<file path="config.mk">
export PLATFORM = sky130hd
export DESIGN_NAME = pscct_ram
export DESIGN_NICKNAME = d
export VERILOG_FILES = /design/src/design/pscct_ram.sv
export SDC_FILE = /design/constraint.sdc
export NUM_CORES = 1
export LEC_CHECK = 0
export BUFFER_PORTS_ARGS = -buffer_cell sky130_fd_sc_hd__buf_2
export CELL_PAD_IN_SITES_DETAIL_PLACEMENT = 1
export CELL_PAD_IN_SITES_GLOBAL_PLACEMENT = 2
export CORE_ASPECT_RATIO = 0.9
export CORE_MARGIN = 2
export CORE_UTILIZATION = 52
export CTS_CLUSTER_SIZE = 10
export DETAILED_ROUTE_END_ITERATION = 12
export MAX_ROUTING_LAYER = met4
export PLACE_DENSITY_LB_ADDON = 0.1
export SKIP_CTS_REPAIR_TIMING = 1
export SLEW_MARGIN = 20
export SYNTH_ARGS = -nofsm -noshare
export SYNTH_HDL_FRONTEND = slang
export SYNTH_SLANG_ARGS = --single-unit
</file>
<file path="constraint.sdc">
create_clock -name clk -period 2.6 [get_ports clk]
set_input_delay 0.13 -clock clk [delete_from_list [all_inputs] [get_ports clk]]
set_output_delay 0.13 -clock clk [all_outputs]
set_load 0.005 [all_outputs]
</file>
<file path="src/design/pscct_ram.sv">
// Generic single-port RAM with registered read.
// No dependencies.
module pscct_ram #(
    parameter int WIDTH = 8,
    parameter int DEPTH = 16
) (
    input  logic                     clk,
    input  logic                     we,
    input  logic [$clog2(DEPTH)-1:0] addr,
    input  logic [WIDTH-1:0]         wdata,
    output logic [WIDTH-1:0]         rdata
);
    logic [WIDTH-1:0] mem [DEPTH];

    always_ff @(posedge clk)
    begin
        if (we)
        begin
            mem[addr] <= wdata;
        end
        rdata <= mem[addr];
    end
endmodule

</file>
# Yosys cells after proc, flatten, opt, wreduce, memory -nomap -nowiden

Memory sizes are Yosys's and may differ from the RTL's. A register that Yosys moved wholly into a read port is not among the register bits.
Index checks and enable logic that the tools add are counted.

Multiplexer cells: 2

Operator list:

| kind   | count |
|---|---|
| $mux 1 | 2 |

Memories: 1
Memory bits (writable): 128
Register bits: 0
Word-level logic and storage cells: 3
Output and inout port bits: 8

Memory list:

| name | words | width | rd ports | clocked after memory_dff | wr ports | line | RTL |
|---|---|---|---|---|---|---|---|
| mem  | 16    | 8     | 1        | 1                        | 1        | 13   | `logic [WIDTH-1:0] mem [DEPTH];` |

# Depth between registers and ports, before layout

Gate-level depths: netlist of the first run.

Depth after elaboration: 2
Depth in mapped cells: 5
Depth with buffers taken out: 3

# Worst setup path before layout of the first run

OpenSTA, ideal clock, no wires.

Path kind: input to register
Start point: in addr[2]
End point: mem mem[0][0], enable pin
Cell stages on the path: 2
Setup time: 383 ps
Slack: 977 ps
Arrival: 1240 ps
Buffers on the path: 0
Cell sequence: or3b_2 nor3_1

RTL lines:

| what        | line | RTL |
|---|---|---|
| from (decl) | 9    | `input logic [$clog2(DEPTH)-1:0] addr,` |
| to (decl)   | 13   |  |

No word-level cell before the write port.

==> impl_metrics.csv, run 1 <==
group,metric,value,unit
clocking,cts_max_path_buffers,2,
pwr,peakVddDrop,0.595,mV
synthesis,syn_inst,230,
pwr,pwr-share-comb,0.045,
synthesis,synth_nets,244,
cells_and_area,layout-drive-gt1-share,0.332,
grt,grt_use_total,0.228,
cells_and_area,fin_cells,415,
timing,setup-tns-final,0,ns
outcome,outcome,"complete, no violations",
pwr,p_int,0.00408,W
grt,grtUsageMet1,0.309,
grt,grt_pass1_wl,16200,um
detailed_routing,vias,2406,
synthesis,async_flop_share,0,
placed_design,gp_congestion,0.723,
detailed_routing,post_drt_wl_per_cell,25.1,um
timing,slew_headroom,0.394,
pwr,p_clk_frac,0.469,
floorplan,die_w,108,um
cells_and_area,diodes,0,
timing,worst_pin_slew,0.906,ns
critical_path,crit_fanout,1,
pwr,powerDensity,847,mW/mm2
critical_path,worstSetupPathDepth,3,
detailed_routing,drt_iter0_markers,149,
critical_path,arrival,1.81,ns
placed_design,placed_cells,383,
timing,setup_violations,0,
pwr,leakagePower,2.00,nW
grt,grt_max_degree,24,
detailed_routing,drc_errors,0,
clocking,clock-sinks,136,
synthesis,synth-seq-cells,136,
clocking,cts_buffers,17,
floorplan,io-pin-count,22,
clocking,cts_tree,"yes",
floorplan,initial_core_util,0.529,
pwr,p_switching,0.000997,W
floorplan,die_h,97.7,um
critical_path,worstSetupPathType,"reg2reg",
critical_path,startpoint_type,"flip-flop",
cells_and_area,fin_nets,290,
synthesis,synth_edf_count,128,
placed_design,numPortBuffers,21,
worst_hold_path,hold_depth,1,
timing,hold_slack,0.00891,ns
floorplan,core_area,0.00957,mm2
critical_path,worst-r2r-cell-count,3,
grt,top_usage_layer,"met2",
timing,rsz0062_at_grt,"no",
synthesis,ys_seq_area_frac,0.790,
critical_path,path_cells,"mux4_2, a22oi_1, nand2_1",
clocking,cts_max_level,4,
detailed_routing,routed_wl,10400,um
worst_hold_path,min_path_type,"in2reg",
floorplan,rows,34,
timing,maxSlewViolCount,0,
critical_path,cp.required,2.99,ns
grt,grt-ovfl-total,0,
synthesis,synth_top_cell_area_share,0.759,
synthesis,syn_area,0.00507,mm2
critical_path,crit_path_end_kind,"flip-flop",
synthesis,yosysTopAreaCell,"edfxtp_1",
cells_and_area,syn_to_final_growth,18.2,%
critical_path,slowest_delay,0.50,ns
timing,finalCriticalPeriod,1.42,ns
floorplan,die_area,0.0106,mm2
job,maxCapViolCount,0,
clocking,ctsRootBufferMaster,"clkbuf_8",
detailed_routing,antenna_left,0,
synthesis,synth_most_common_cell,"edfxtp_1",
synthesis,ys_warn_count,0,
synthesis,synth_commonest_cells,"edfxtp_1 (128), mux4_2 (32), a22oi_1 (16)",
detailed_routing,dr.pass1.iters,4,
synthesis,avgSynthCellArea,22.0,um2
pwr,sequentialPowerShare,0.486,
critical_path,critical_path_buf_inv_count,0,
synthesis,synth_cell_types,18,
timing,period_share,0.547,
detailed_routing,routed_via_density,5.80,
clocking,cts.clk_slew.worst_paths,0.06,ns
grt,use_met2,0.348,
synthesis,synth_top_cells_by_area,"edfxtp_1 (76%), mux4_2 (14%), dfxtp_1 (3.2%)",
critical_path,cp_slowest_cell,"mux4_2",
timing,fmax,0.704,GHz
grt,grt_pass1_vias,2655,
synthesis,ys_dominant_reg_cell,"edfxtp_1",
grt,antenna_found_initial,0,
placed_design,dpl.hpwl,6400,um
critical_path,crit_family,"multiplexers",
timing,finalHoldViolCount,0,
pwr,switching_share,0.196,
timing,skew,0.00696,ns
grt,use_met3,0.0563,
clocking,clk_latency,0.52,ns
-- cells by family after synthesis --
logic type             count (synthesis)  share of synthesized area
flip-flops                           136                      0.790
AND/OR/NAND/NOR                       35                     0.0321
multiplexers                          32                      0.142
AO/OA/AOI/OAI                         16                     0.0237
buffers and inverters                 11                     0.0119
-- path summary, 6_finish.rpt --
check             startpoint        end  slack, ns
setup reg to reg   mem[3][7]   rdata[7]       1.18
hold reg to reg   mem[12][2]   rdata[2]       0.69
hold / removal      wdata[2]  mem[5][2]      0.009
setup / recovery   mem[3][7]   rdata[7]       1.18
-- sequential cells by signal, summed over array words and instances (netlist names) --
| name | cells |
|---|---|
| mem | 128 |
| rdata | 8 |
-- layout make-up --
type	instances	area, um2
multi-input cells	83	1000
repair buffers	38	245
clock inverters	13	159
flip-flops and latches	136	4000
fillers	785	3580
clock buffers	19	422
well taps	126	158
-- per-stage QoR --
step / setup slack, ns / power [W] / cell area, um2 / utilization
3_5_place_dp: 0.610 / 0.00274 / 5410 / 0.565
2_1_floorplan: 0.977 / 0.00263 / 5070 / -
3_3_place_gp: 0.698 / 0.00273 / 5410 / 0.565
4_1_cts: 1.15 / 0.00512 / 5990 / 0.626
5_1_grt: 1.07 / 0.00522 / 5990 / 0.626
6_report: 1.18 / 0.00508 / 5990 / 0.626
-- per-layer routing --
layer  vias to the layer above  wire length [um]
met2                        51              5220
li1                       1060                 -
met1                      1282              4700
met3                        13               370
met5                         -                 0
met4                         0               125
-- power by group through the flow --
stage                     Combinational, W  Clock [W]  Sequential, W
after detailed placement          0.000228          0        0.00251
final                             0.000228    0.00238        0.00247
after global routing              0.000249    0.00250        0.00247
after floorplan                   0.000126          0        0.00251
after global placement            0.000221          0        0.00251
after CTS                         0.000232    0.00242        0.00247
-- placed cells by master, fill, tap and decap left out, drive strengths merged --
cell type  count
nor3           4
buf           38
nor2          13
mux4          32
bufinv         4
nand2          9
nand2b         2
and2           1
nand3          1
a22oi         16
nand3b         2
clkinv         9
nor2b          2
edfxtp       128
dfxtp          8
or3b           1
clkbuf        19
(Power assumes the default switching activity.)
==> run 2: changes to the inputs <==
- CORE_UTILIZATION: 52 -> 43
- clock period: 2.6 -> 1.3 ns (I/O delays scaled with it)
==> run 2 against run 1 <==
Combinational power up 150%. The run now ends with negative setup slack left. Worst hold slack better by 0.027 ns. Via count up 5.5%. Clock power up 110%. Critical path type unchanged. Global-route usage down 1.5 points. Utilization down 6.0 points. First-iteration DRC count up 93%. Total power up 110%. Sequential share of layout area down 5.2 points. Die area up 20%. Largest power group is now clock. Sequential power up 100%.
==> impl_metrics.csv, run 2 (same netlist as run 1, synthesis figures left out) <==
group,metric,value,unit
timing,finalHoldViolCount,0,
outcome,outcome,"complete, but fails checks",
worst_hold_path,min_path_type,"in2reg",
cells_and_area,fillCellCount,1026,
outcome,violations,"negative setup slack",
placed_design,dpl.hpwl,7900,um
pwr,p_total,0.0106,W
detailed_routing,routed_via_density,5.30,
detailed_routing,drt_iter0_markers,288,
clocking,cts_max_path_buffers,2,
timing,rsz0062_at_grt,"yes",
timing,setup_violations,1,
cells_and_area,fin_nets,324,
pwr,switching_share,0.194,
floorplan,core_area,0.0115,mm2
detailed_routing,antenna_left,0,
clocking,clock-sinks,136,
critical_path,slowest_delay,0.49,ns
timing,worst_pin_slew,1.12,ns
timing,hold_slack,0.0363,ns
cells_and_area,largest_reg_flops,128,
critical_path,critical_path_buf_inv_count,0,
grt,antenna_found_initial,0,
pwr,powerDensity,1630,mW/mm2
timing,timing.final.ws_setup,-0.00342,ns
clocking,cts_tree,"yes",
clocking,cts_buffers,17,
critical_path,crit_path_end_kind,"flip-flop",
floorplan,initial_core_util,0.441,
clocking,cts_max_level,4,
critical_path,arrival,1.59,ns
pwr,sequentialPowerShare,0.465,
placed_design,numPortBuffers,21,
grt,grt_pass1_vias,2764,
critical_path,startpoint_type,"flip-flop",
timing,slew_headroom,0.254,
pwr,leakagePower,2.22,nW
critical_path,cp.required,1.59,ns
pwr,p_int,0.00856,W
cells_and_area,syn_to_final_growth,28.2,%
floorplan,rows,37,
clocking,cts.clk_slew.worst_paths,0.05,ns
cells_and_area,top_regs,"mem x128, rdata x8",
timing,maxSlewViolCount,0,
pwr,p_clk_frac,0.482,
cells_and_area,diodes,0,
timing,finalCriticalPeriod,1.30,ns
floorplan,die_w,118,um
detailed_routing,drc_errors,0,
critical_path,worstSetupPathType,"reg2reg",
timing,period_share,1.00,
critical_path,crit_family,"multiplexers",
cells_and_area,layout-drive-gt1-share,0.483,
clocking,ctsRootBufferMaster,"clkbuf_16",
grt,grt_max_degree,17,
cells_and_area,final_common_cell,"edfxtp_1",
detailed_routing,routed_wl,11700,um
detailed_routing,vias,2539,
cells_and_area,mostFrequentLayoutCells,"edfxtp_1 (128), buf_4 (44), mux4_2 (32), buf_2 (21), clkbuf_16 (17)",
job,maxCapViolCount,0,
pwr,pwr-share-comb,0.053,
placed_design,gp_congestion,0.761,
detailed_routing,dr.pass1.iters,4,
pwr,p_switching,0.00205,W
clocking,clk_latency,0.42,ns
floorplan,die_area,0.0127,mm2
grt,grt_pass1_wl,17900,um
pwr,peakVddDrop,1.01,mV
grt,grt-ovfl-total,0,
grt,grt_use_total,0.213,
cells_and_area,register_area,0.00400,mm2
cells_and_area,top_register,"mem",
critical_path,crit_fanout,1,
critical_path,path_cells,"mux4_2, a22oi_2, nand2_1",
timing,fmax,0.767,GHz
detailed_routing,post_drt_wl_per_cell,24.4,um
timing,skew,0.00594,ns
critical_path,cp_slowest_cell,"mux4_2",
floorplan,io-pin-count,22,
cells_and_area,multi_input_area,0.00109,mm2
floorplan,die_h,107,um
## run 2: worst paths after layout
path | startpoint | end | slack (ns) | cells past startpoint
setup / recovery | mem[3][4] | rdata[4] | -0.003 | 3
hold / removal | wdata[0] | mem[0][0] | 0.04 | 1
setup reg to reg | mem[3][4] | rdata[4] | -0.003 | 3
hold reg to reg | mem[14][0] | rdata[0] | 0.68 | 3
## run 2: power groups by stage
stage / Combinational, W / Sequential (W) / Clock, W
2_1_floorplan: 0.000261 / 0.00502 / 0
3_3_place_gp: 0.000539 / 0.00502 / 0
3_5_place_dp: 0.000551 / 0.00503 / 0
4_1_cts: 0.000555 / 0.00494 / 0.00520
5_1_grt: 0.000613 / 0.00494 / 0.00538
6_report: 0.000563 / 0.00494 / 0.00511
## run 2: layout make-up
class                           count  area share
Clock buffer                       23      0.0751
Clock inverter                      9      0.0223
Sequential cell                   136       0.616
Tap cell                          156      0.0300
Multi-Input combinational cell     83       0.168
Timing Repair Buffer               72      0.0886
## run 2: stage by stage
| step | setup WS, ns | cells | utilization | setup TNS [ns] | cell area, um2 |
|---|---|---|---|---|---|
| 6_report | -0.00342 | 479 | 0.566 | -0.00342 | 6500 |
| 5_1_grt | -0.0604 | 479 | 0.566 | -0.122 | 6500 |
| 4_1_cts | -0.0615 | 479 | 0.561 | -0.196 | 6450 |
| 3_5_place_dp | -0.263 | 447 | 0.506 | -6.78 | 5810 |
| 3_3_place_gp | -0.271 | 447 | 0.506 | -5.66 | 5810 |
| 2_1_floorplan | -0.152 | 230 | - | -4.00 | 5100 |
## run 2: metal layers
metal | track usage | vias up | share of wire
li1 | - | 1127 | -
met1 | 0.288 | 1361 | 0.46
met2 | 0.315 | 37 | 0.50
met3 | 0.0548 | 14 | 0.026
met4 | 0.0825 | 0 | 0.019
met5 | - | - | 0
==> run 3: changes to the inputs <==
- clock period: 1.3 -> 1.15 ns (I/O delays scaled with it)
==> run 3 against run 2 <==
The run still ends with negative setup slack left. Sequential share of layout area decreased by 1.1 points. Clock power increased by 13%. Worst hold slack got worse by 0.0064 ns. Total power increased by 13%. Worst setup slack got worse by 0.15 ns. Non-clock buffer count decreased by 8. Fmax decreased by 0.24%. Die area unchanged. Critical endpoint unchanged. Via count decreased by 1.7%. Register-to-register slack got worse by 0.15 ns. Utilization increased by 1.0 points. Final area increased by 1.8%.
==> impl_metrics.csv, run 3 (same netlist as run 1, synthesis figures left out) <==
group,metric,value,unit
timing,timing.final.ws_setup,-0.157,ns
clocking,cts_tree,"yes",
detailed_routing,routed_wl,11000,um
placed_design,numPortBuffers,21,
grt,grt_max_degree,21,
grt,grt_pass1_wl,17000,um
job,maxCapViolCount,0,
timing,period_share,1.14,
pwr,powerDensity,1820,mW/mm2
timing,worst_pin_slew,1.02,ns
timing,finalCriticalPeriod,1.31,ns
outcome,violations,"negative setup slack",
placed_design,placed_cell_area,0.00594,mm2
pwr,peakVddDrop,1.13,mV
cells_and_area,top_regs,"mem x128, rdata x8",
critical_path,crit_fanout,1,
placed_design,dpl.hpwl,7200,um
floorplan,die_h,107,um
cells_and_area,fin_cells,471,
critical_path,crit_family,"multiplexers",
detailed_routing,antenna_left,0,
grt,grt_use_total,0.199,
timing,fmax,0.765,GHz
pwr,p_total,0.0120,W
critical_path,slowest_delay,0.48,ns
cells_and_area,top_register,"mem",
cells_and_area,fin_nets,316,
timing,setup-tns-final,-0.952,ns
cells_and_area,syn_to_final_growth,30.5,%
placed_design,gp_congestion,0.723,
grt,grt_pass1_vias,2760,
detailed_routing,drt_iter0_markers,122,
grt,antenna_found_initial,0,
detailed_routing,post_drt_wl_per_cell,23.4,um
cells_and_area,final_area,0.00662,mm2
critical_path,arrival,1.61,ns
outcome,outcome,"complete, but fails checks",
clocking,clock-sinks,136,
pwr,leakagePower,2.20,nW
critical_path,cp_slowest_cell,"mux4_2",
floorplan,rows,37,
timing,finalHoldViolCount,0,
grt,grt-ovfl-total,0,
timing,maxSlewViolCount,0,
cells_and_area,largest_reg_flops,128,
timing,setup_violations,8,
detailed_routing,dr.pass1.iters,4,
clocking,cts.clk_slew.worst_paths,0.06,ns
detailed_routing,vias,2496,
floorplan,die_area,0.0127,mm2
cells_and_area,layout-drive-gt1-share,0.492,
critical_path,startpoint_type,"flip-flop",
floorplan,initial_core_util,0.441,
cells_and_area,final_common_cell,"edfxtp_1",
floorplan,die_w,118,um
cells_and_area,mostFrequentLayoutCells,"edfxtp_1 (128), mux4_2 (32), buf_4 (28), buf_2 (21), clkbuf_16 (17)",
critical_path,worstSetupPathType,"reg2reg",
clocking,cts_buffers,17,
critical_path,cp.required,1.45,ns
timing,skew,0.00985,ns
floorplan,core_area,0.0115,mm2
critical_path,crit_path_end_kind,"flip-flop",
detailed_routing,drc_errors,0,
worst_hold_path,min_path_type,"in2reg",
floorplan,io-pin-count,22,
clocking,ctsRootBufferMaster,"clkbuf_16",
clocking,clk_latency,0.42,ns
clocking,cts_max_path_buffers,2,
critical_path,path_cells,"mux4_2, a22oi_1, nand2_1",
placed_design,placed_cells,439,
detailed_routing,routed_via_density,5.30,
cells_and_area,diodes,0,
timing,rsz0062_at_grt,"yes",
clocking,cts_max_level,4,
timing,slew_headroom,0.320,
critical_path,critical_path_buf_inv_count,0,
timing,hold_slack,0.0299,ns
run 3: cell types whose count changed in the layout (fill, tap and decap cells not counted), moves of 3 or more:
cell and delta:
nor3_1 -3, nor2_4 +12, inv_6 +3, clkbuf_8 -3
buf_4 -16, nor2_2 -12, buf_12 +8, a22oi_2 -3
a22oi_1 +3
run 3: area by class of cell:
type | instances | area (um2)
clock inverters | 14 | 196
fillers | 1012 | 4870
multi-input cells | 83 | 1160
flip-flops and latches | 136 | 4000
clock buffers | 18 | 439
repair buffers | 64 | 616
well taps | 156 | 195
run 3: where the power goes:
group          leakage [nW]  switching, W  internal, W  total, W
combinational         0.676      0.000354     0.000308  0.000663
sequential             1.22     0.0000322      0.00554   0.00557
clock                 0.303       0.00208      0.00370   0.00577
total                  2.20       0.00246      0.00955    0.0120
run 3: per-stage QoR:
stage / setup WS [ns] / utilization
floorplan: -0.0597 / -
global placement: -0.394 / 0.518
CTS: -0.240 / 0.573
finish: -0.157 / 0.576
global route: -0.189 / 0.576
detailed placement: -0.406 / 0.518
run 3: routing by layer:
metal / track usage / part of all wire / vias to the layer above
met5: - / 0 / -
met1: 0.258 / 0.45 / 1328
li1: - / - / 1106
met2: 0.310 / 0.50 / 53
met4: 0.0672 / 0.0078 / 0
met3: 0.0532 / 0.046 / 9
run 3: worst paths after layout:
check,to,cells past startpoint,slack [ns],from
max,rdata[4],3,-0.16,mem[11][4]
min,mem[2][2],1,0.03,wdata[2]
max reg2reg,rdata[4],3,-0.16,mem[11][4]
min reg2reg,rdata[3],3,0.67,mem[4][3]
